--- src/rtl/assert_macros.svh ---
// Assertion macros, included by two_stack_queue.sv.
`ifndef ASSERT_MACROS_SVH
`define ASSERT_MACROS_SVH

`ifndef SYNTH

// Property must hold at every clock edge outside reset.
`define ASSERT_HOLD(lbl, clk, rst_n, prop, msg) \
    lbl: assert property (@(posedge clk) disable iff (!rst_n) (prop)) else $error(msg);

// Expression must never be true outside reset.
`define ASSERT_NEVER(lbl, clk, rst_n, expr, msg) \
    lbl: assert property (@(posedge clk) disable iff (!rst_n) !(expr)) else $error(msg);

`else

`define ASSERT_HOLD(lbl, clk, rst_n, prop, msg)
`define ASSERT_NEVER(lbl, clk, rst_n, expr, msg)

`endif

`endif

--- src/rtl/tsq_pkg.sv ---
// Types and constants of the two-stack queue.
package tsq_pkg;

    localparam int DEF_MAX_DEPTH  = 16;
    localparam int DEF_DATA_WIDTH = 32;

    localparam int CAP_W   = 5;
    localparam int REQ_W   = 2;
    localparam int VALUE_W = 32;
    localparam int STAT_W  = 2;

    localparam logic [CAP_W-1:0] CAP_RESET = 5'd16;

    localparam logic [REQ_W-1:0] REQ_ENQ   = 2'd0;
    localparam logic [REQ_W-1:0] REQ_DEQ   = 2'd1;
    localparam logic [REQ_W-1:0] REQ_FRONT = 2'd2;

    localparam logic [STAT_W-1:0] ST_OK       = 2'd0;
    localparam logic [STAT_W-1:0] ST_EMPTY    = 2'd1;
    localparam logic [STAT_W-1:0] ST_OVERFLOW = 2'd2;

    typedef struct packed {
        logic [REQ_W-1:0]          req_type;
        logic signed [VALUE_W-1:0] push_value;
    } t_req;

    typedef struct packed {
        logic signed [VALUE_W-1:0] read_value;
        logic [STAT_W-1:0]         status;
    } t_rsp;

endpackage

--- src/rtl/tsq_ram.sv ---
// Generic single-write, single-read RAM with registered read data.
module tsq_ram #(
    parameter int WIDTH = tsq_pkg::DEF_DATA_WIDTH,
    parameter int DEPTH = tsq_pkg::DEF_MAX_DEPTH
) (
    input  logic                                  i_clk,
    input  logic                                  i_we,
    input  logic [(DEPTH > 1 ? $clog2(DEPTH) : 1)-1:0] i_waddr,
    input  logic [WIDTH-1:0]                      i_wdata,
    input  logic [(DEPTH > 1 ? $clog2(DEPTH) : 1)-1:0] i_raddr,
    output logic [WIDTH-1:0]                      o_rdata
);

    logic [WIDTH-1:0] r_mem [DEPTH];
    logic [WIDTH-1:0] r_rdata;

    always_ff @(posedge i_clk) begin
        if (i_we) begin
            r_mem[i_waddr] <= i_wdata;
        end
        r_rdata <= r_mem[i_raddr];
    end

    assign o_rdata = r_rdata;

endmodule

--- src/rtl/two_stack_queue.sv ---
// Two-stack FIFO queue: top level with sequencer and both stack memories.
//
//  channel  | strobe / accept          | payload
//  ---------+--------------------------+----------------------------
//  request  | start & !busy            | i_req  (tsq_pkg::t_req)
//  result   | o_done, one cycle        | o_rsp  (tsq_pkg::t_rsp)
//  config   | i_cfg_we                 | i_cfg_wdata (stack capacity)
//
// Enqueue, empty read and unused codes: result in the cycle after accept, busy stays low.
// Dequeue/front with the output stack loaded: the result is registered in S_RESP.
// With the output stack empty, n input entries move one per cycle through the
// input stack's read port in S_XFER, n at most MAX_DEPTH; then S_RESP registers the result.
// Reset is synchronous, active low; both stacks come up empty, capacity 16.
// The receiver cannot stall; each result is shown for exactly one cycle.
`include "assert_macros.svh"

module two_stack_queue #(
    parameter int MAX_DEPTH  = tsq_pkg::DEF_MAX_DEPTH,
    parameter int DATA_WIDTH = tsq_pkg::DEF_DATA_WIDTH
) (
    input  logic                         i_clk,
    input  logic                         i_rst_n,
    input  logic                         start,
    input  tsq_pkg::t_req                i_req,
    output logic                         busy,
    output logic                         o_done,
    output tsq_pkg::t_rsp                o_rsp,
    input  logic                         i_cfg_we,
    input  logic [tsq_pkg::CAP_W-1:0]    i_cfg_wdata
);

    localparam int CW   = $clog2(MAX_DEPTH + 1);
    localparam int AW   = (MAX_DEPTH > 1) ? $clog2(MAX_DEPTH) : 1;
    localparam int CMPW = (CW > tsq_pkg::CAP_W) ? CW : tsq_pkg::CAP_W;

    typedef enum logic [1:0] {S_IDLE, S_XFER, S_RESP} t_state;

    t_state                    r_state;
    logic [CW-1:0]             r_in_cnt;
    logic [CW-1:0]             r_out_cnt;
    logic                      r_pend;
    logic                      r_deq;
    logic [tsq_pkg::CAP_W-1:0] r_cap;
    logic                      r_done;
    tsq_pkg::t_rsp             r_rsp;

    logic                      accept;
    logic                      overflow;
    logic [tsq_pkg::CAP_W-1:0] eff_cap;
    logic [CW-1:0]             in_cnt_m1;
    logic [CW-1:0]             out_cnt_m1;
    logic                      in_we;
    logic                      out_we;
    logic                      in_xfer;
    logic                      quick_req;
    logic                      xfer_ok;
    logic [DATA_WIDTH-1:0]     push_data;
    logic [DATA_WIDTH-1:0]     in_rdata;
    logic [DATA_WIDTH-1:0]     out_rdata;
    logic [tsq_pkg::VALUE_W-1:0] top_value;

    assign accept     = start && !busy;
    assign eff_cap    = (r_cap == '0) ? tsq_pkg::CAP_W'(1) : r_cap;
    assign overflow   = (r_in_cnt == CW'(MAX_DEPTH)) || (CMPW'(r_in_cnt) >= CMPW'(eff_cap));
    assign in_cnt_m1  = r_in_cnt - CW'(1);
    assign out_cnt_m1 = r_out_cnt - CW'(1);
    assign push_data  = DATA_WIDTH'($unsigned(i_req.push_value));
    assign top_value  = tsq_pkg::VALUE_W'(out_rdata);

    assign in_xfer   = (r_state == S_XFER);
    assign quick_req = accept && (i_req.req_type != tsq_pkg::REQ_DEQ)
                       && (i_req.req_type != tsq_pkg::REQ_FRONT);
    assign xfer_ok   = (r_out_cnt == '0) && (r_in_cnt != '0);

    assign in_we  = accept && (i_req.req_type == tsq_pkg::REQ_ENQ) && !overflow;
    assign out_we = in_xfer && r_pend;

    tsq_ram #(
        .WIDTH (DATA_WIDTH),
        .DEPTH (MAX_DEPTH)
    ) u_in_stack (
        .i_clk   (i_clk),
        .i_we    (in_we),
        .i_waddr (r_in_cnt[AW-1:0]),
        .i_wdata (push_data),
        .i_raddr (in_cnt_m1[AW-1:0]),
        .o_rdata (in_rdata)
    );

    tsq_ram #(
        .WIDTH (DATA_WIDTH),
        .DEPTH (MAX_DEPTH)
    ) u_out_stack (
        .i_clk   (i_clk),
        .i_we    (out_we),
        .i_waddr (r_out_cnt[AW-1:0]),
        .i_wdata (in_rdata),
        .i_raddr (out_cnt_m1[AW-1:0]),
        .o_rdata (out_rdata)
    );

    always_ff @(posedge i_clk) begin
        if (!i_rst_n) begin
            r_state   <= S_IDLE;
            r_in_cnt  <= '0;
            r_out_cnt <= '0;
            r_pend    <= 1'b0;
            r_deq     <= 1'b0;
            r_cap     <= tsq_pkg::CAP_RESET;
            r_done    <= 1'b0;
        end else begin
            r_done <= 1'b0;
            if (i_cfg_we) begin
                r_cap <= i_cfg_wdata;
            end
            case (r_state)
                S_IDLE: begin
                    if (accept) begin
                        case (i_req.req_type)
                            tsq_pkg::REQ_ENQ: begin
                                r_done           <= 1'b1;
                                r_rsp.read_value <= '0;
                                if (overflow) begin
                                    r_rsp.status <= tsq_pkg::ST_OVERFLOW;
                                end else begin
                                    r_rsp.status <= tsq_pkg::ST_OK;
                                    r_in_cnt     <= r_in_cnt + CW'(1);
                                end
                            end
                            tsq_pkg::REQ_DEQ, tsq_pkg::REQ_FRONT: begin
                                r_deq <= (i_req.req_type == tsq_pkg::REQ_DEQ);
                                if (r_in_cnt == '0 && r_out_cnt == '0) begin
                                    r_done           <= 1'b1;
                                    r_rsp.read_value <= '1;
                                    r_rsp.status     <= tsq_pkg::ST_EMPTY;
                                end else if (r_out_cnt == '0) begin
                                    r_pend  <= 1'b0;
                                    r_state <= S_XFER;
                                end else begin
                                    r_state <= S_RESP;
                                end
                            end
                            default: begin
                                r_done           <= 1'b1;
                                r_rsp.read_value <= '0;
                                r_rsp.status     <= tsq_pkg::ST_OK;
                            end
                        endcase
                    end
                end
                S_XFER: begin
                    // pop one entry per cycle, push it in the next cycle
                    if (r_in_cnt != '0) begin
                        r_in_cnt <= in_cnt_m1;
                        r_pend   <= 1'b1;
                    end else begin
                        r_pend <= 1'b0;
                    end
                    if (r_pend) begin
                        r_out_cnt <= r_out_cnt + CW'(1);
                    end
                    // last push landed last cycle: top read is under way now
                    if (r_in_cnt == '0 && !r_pend) begin
                        r_state <= S_RESP;
                    end
                end
                S_RESP: begin
                    r_done           <= 1'b1;
                    r_rsp.read_value <= top_value;
                    r_rsp.status     <= tsq_pkg::ST_OK;
                    if (r_deq) begin
                        r_out_cnt <= out_cnt_m1;
                    end
                    r_state <= S_IDLE;
                end
                default: begin
                    r_state <= S_IDLE;
                end
            endcase
        end
    end

    assign busy   = (r_state != S_IDLE);
    assign o_done = r_done;
    assign o_rsp  = r_rsp;

    `ASSERT_NEVER(a_done_while_busy, i_clk, i_rst_n, o_done && busy, "result strobe while busy")
    `ASSERT_NEVER(a_in_cnt_range, i_clk, i_rst_n, r_in_cnt > CW'(MAX_DEPTH), "input count above depth")
    `ASSERT_NEVER(a_out_cnt_range, i_clk, i_rst_n, r_out_cnt > CW'(MAX_DEPTH), "output count too high")
    `ASSERT_HOLD(a_quick_result, i_clk, i_rst_n, quick_req |=> o_done, "no quick result")
    `ASSERT_HOLD(a_xfer_only_empty, i_clk, i_rst_n, $rose(in_xfer) |-> xfer_ok, "bad transfer")

endmodule

--- config.mk ---
export PLATFORM = sky130hd
export DESIGN_NAME = two_stack_queue
export DESIGN_NICKNAME = d
export VERILOG_FILES = /design/src/rtl/tsq_pkg.sv /design/src/rtl/tsq_ram.sv /design/src/rtl/two_stack_queue.sv
export VERILOG_INCLUDE_DIRS = /design/src /design/src/rtl
export SDC_FILE = /design/constraint.sdc
export NUM_CORES = 1
export LEC_CHECK = 0
export BUFFER_PORTS_ARGS = -buffer_cell sky130_fd_sc_hd__buf_2
export CORE_ASPECT_RATIO = 1.5
export CORE_MARGIN = 5
export CORE_UTILIZATION = 30
export CTS_CLUSTER_SIZE = 40
export DETAILED_ROUTE_END_ITERATION = 8
export SLEW_MARGIN = 0
export SYNTH_ARGS = -nofsm -noshare
export SYNTH_HDL_FRONTEND = slang
export SYNTH_HIERARCHICAL = 1
export SYNTH_SLANG_ARGS = --single-unit
--- constraint.sdc ---
create_clock -name i_clk -period 13.8 [get_ports i_clk]
set_input_delay 0.69 -clock i_clk [delete_from_list [all_inputs] [get_ports i_clk]]
set_output_delay 0.69 -clock i_clk [all_outputs]
set_load 0.1 [all_outputs]
==> flow_summary.toml <==
[logic_synthesis]
synthAdderAreaFrac = 0.00414
yosys.area.top_type = "edfxtp_1"
ys_seq_elements = 1142
netlist_area_um2 = 42300
synth-xor-area-share = 0.00228
synthMuxAreaShare = 0.138
avgSynthCellArea_um2 = 22.1
synthesis.nets = 1968
yosys-top-cells-area = "edfxtp_1 (75%), mux4_2 (14%), dfxtp_1 (4.0%)"
synthArstFlopShare = 0
yosysWarnings = 6
synth_cells = 1911
synth_compound_area_frac = 0.0329
synth_top_family_by_area = "multiplexers"
ys_types = 46
postSynth.topFlopCell = "edfxtp_1"
ys_seq_area_frac = 0.791
synth_simple_gate_area_frac = 0.0195
synth_edf_count = 1058
synth_top_area_share = 0.751

[critical_path]
r2r_setup_slack_ns = 9.28
critical_path_arrival_ns = 4.81
r2r_start = "r_in_cnt[0]"
end_kind = "flip-flop"
reg2reg_depth = 8
worstSetupPathType = "flip-flop to flip-flop"
startpoint = "r_in_cnt[0]"
r2r_end = "u_in_stack/r_mem[2][2]"
cpMaxStageDelayCell = "nor2_4"
slowest_delay_ns = 0.93
critPathMaxFanout = 65
startpoint_type = "flip-flop"
required_ns = 14.09
path_cells = "inv_8, ha_1, nor3b_1, a221o_1, a31oi_1, and4_1, or3b_2, nor2_4"

[global_route]
grt_pass1_wl_um = 140000
grt_overflow = 0
grt_pass1_vias = 20700
grt_max_degree = 73
grt_antenna_before_repair = 17
grt_usage = 0.127

[cts]
cts.sinks = 1142
clkLatencyLatePin_ns = 0.69
postCtsResizedCells = 0
cts_tree = "built"
post-cts-setup-buffers = 0
cts.path.max_buffers = 3
postCtsHoldBufs = 0
numCtsBuffers = 99
htreeDepth = 3
clkTransAtPathRegs_ns = 0.07
ctsRootBufferMaster = "clkbuf_16"

[die]
pin_count = 79
core-area_um2 = 140000
die_area_um2 = 149000
fp.dieH_um = 470
die_x_um = 317
rows = 168
initial_core_util = 0.302

[layout]
nets = 2090
syn_to_final_growth_pct = 14.8
mostFrequentLayoutCells = "edfxtp_1 (1,058), mux4_2 (256), a22oi_1 (128)"
layout-drive-gt1-share = 0.275
final_core_util = 0.347
final_common_cell = "edfxtp_1"

[place]
pre_cts_ws_ns = 9.29
dp_hpwl_um = 53700
gp_congestion = 0.750
io_buffers = 78

[detailed_routing]
vias_per_cell = 4.81
drtPass1Iterations = 5
drc_errors = 0
post_drt_wl_per_cell_um = 23.8
ant_nets = 0
drt_iter0_drc = 1564
num_vias = 19200
routed_wl_um = 95200

[timing]
holdWs_ns = 0.358
slew_violations = 0
fin_ws_ns = 9.28
rsz0062_at_grt = "false"
slew_headroom = 0.173
fin_tns_setup_ns = 0
worst_pin_slew_ns = 1.24
fin_crit_ns = 4.52
fmax_mhz = 221
fin_skew_ns = 0.0209
finalSetupViolCount = 0
fin_crit_sh = 0.327
hold_violations = 0

[power_and_ir_drop]
p_clk_frac = 0.391
sw_frac_of_total = 0.220
comb_power_share = 0.050
seq_power_share = 0.559
leakagePower_nw = 15.7
peakVddDrop_uv = 107
internal_power_w = 0.00568
power.switching_w = 0.00161
cellPowerDensity_nw_per_um2 = 150

[status]
status = "finished clean"

[hold_path]
whs_endpoint = "r_cap[4]"
worstHoldPathCells = 2
holdCritStartpoint = "i_rst_n"
hp-class = "input pin to flip-flop"

[run]
max_cap_violations = 0
## critical path, delay by kind of cell, from the launching register on
family	cells	cell delay (ns)
flops	1	0.75
simple gates	4	1.98
compound gates	2	0.59
fa+ha+maj	1	0.36
buf+inv	1	0.39
## power groups by stage
| stage | Combinational (W) | Clock, W | Sequential (W) |
|---|---|---|---|
| CTS | 0.000369 | 0.00293 | 0.00408 |
| global route | 0.000387 | 0.00307 | 0.00409 |
| finish | 0.000361 | 0.00285 | 0.00407 |
| detailed placement | 0.000368 | 0 | 0.00415 |
| global placement | 0.000361 | 0 | 0.00413 |
| floorplan | 0.000191 | 0 | 0.00415 |
## cell type report
cell class / count / area, um2
multi-input cells: 653 / 8600
clock inverters: 74 / 791
well taps: 1870 / 2340
clock buffers: 112 / 2570
flip-flops and latches: 1142 / 33500
repair buffers: 121 / 713
fillers: 12900 / 91400
inverters: 16 / 80.1
diodes: 8 / 20.0
## registers in the layout (all words and copies together), names as in the netlist
| register | cells |
|---|---|
| u_in_stack/r_mem | 512 |
| u_out_stack/o_rdata | 32 |
| u_in_stack/o_rdata | 32 |
| o_rsp | 34 |
| u_out_stack/r_mem | 512 |
| r_in_cnt | 5 |
| r_out_cnt | 5 |
| o_done | 1 |
| r_cap | 5 |
| r_deq | 1 |
| r_state | 2 |
| r_pend | 1 |
## synth_stat cells, types with 6 or more instances
cell	number
nand2b_1	8
ha_1	14
a21oi_1	6
a21o_1	33
buf_1	21
nor2b_1	7
edfxtp_1	1058
buf_4	18
dfxtp_1	84
xnor2_1	6
mux2i_1	7
clkbuf_1	42
o21ai_0	7
nor2_1	43
nand2_1	79
inv_1	15
nor3_1	12
buf_2	18
mux4_2	256
a22oi_1	128
## logic make-up after synthesis
kind of cell / Yosys count
buffers and inverters: 116
adder cells (fa/ha/maj): 14
AO/OA/AOI/OAI: 186
multiplexers: 263
AND/OR/NAND/NOR: 179
flip-flops: 1142
XOR/XNOR: 11
## worst max path at each step
stage / cells past startpoint / slack (ns) / to
6_report: 8 / 9.28 / u_in_stack/r_mem[2][2]
5_1_grt: 8 / 9.07 / u_in_stack/r_mem[2][11]
4_1_cts: 8 / 9.29 / u_in_stack/r_mem[2][21]
3_5_place_dp: 8 / 9.29 / u_in_stack/r_mem[2][11]
3_3_place_gp: 8 / 9.35 / u_in_stack/r_mem[2][0]
2_1_floorplan: 8 / 8.86 / u_in_stack/r_mem[0][0]
## stage by stage
| step | std cells | total power [W] | area [um2] |
|---|---|---|---|
| 2_1_floorplan | 1911 | 0.00434 | 42300 |
| 3_3_place_gp | 3802 | 0.00450 | 45200 |
| 3_5_place_dp | 3802 | 0.00452 | 45200 |
| 4_1_cts | 3988 | 0.00737 | 48500 |
| 6_report | 3996 | 0.00729 | 48600 |
| 5_1_grt | 3989 | 0.00755 | 48500 |
## routing by layer
layer  share of wire  global-route usage
met1            0.37               0.146
met2            0.55               0.237
met3           0.052              0.0223
met4           0.026              0.0435
met5         0.00081                   0
Power figures use the tool's default switching activity.
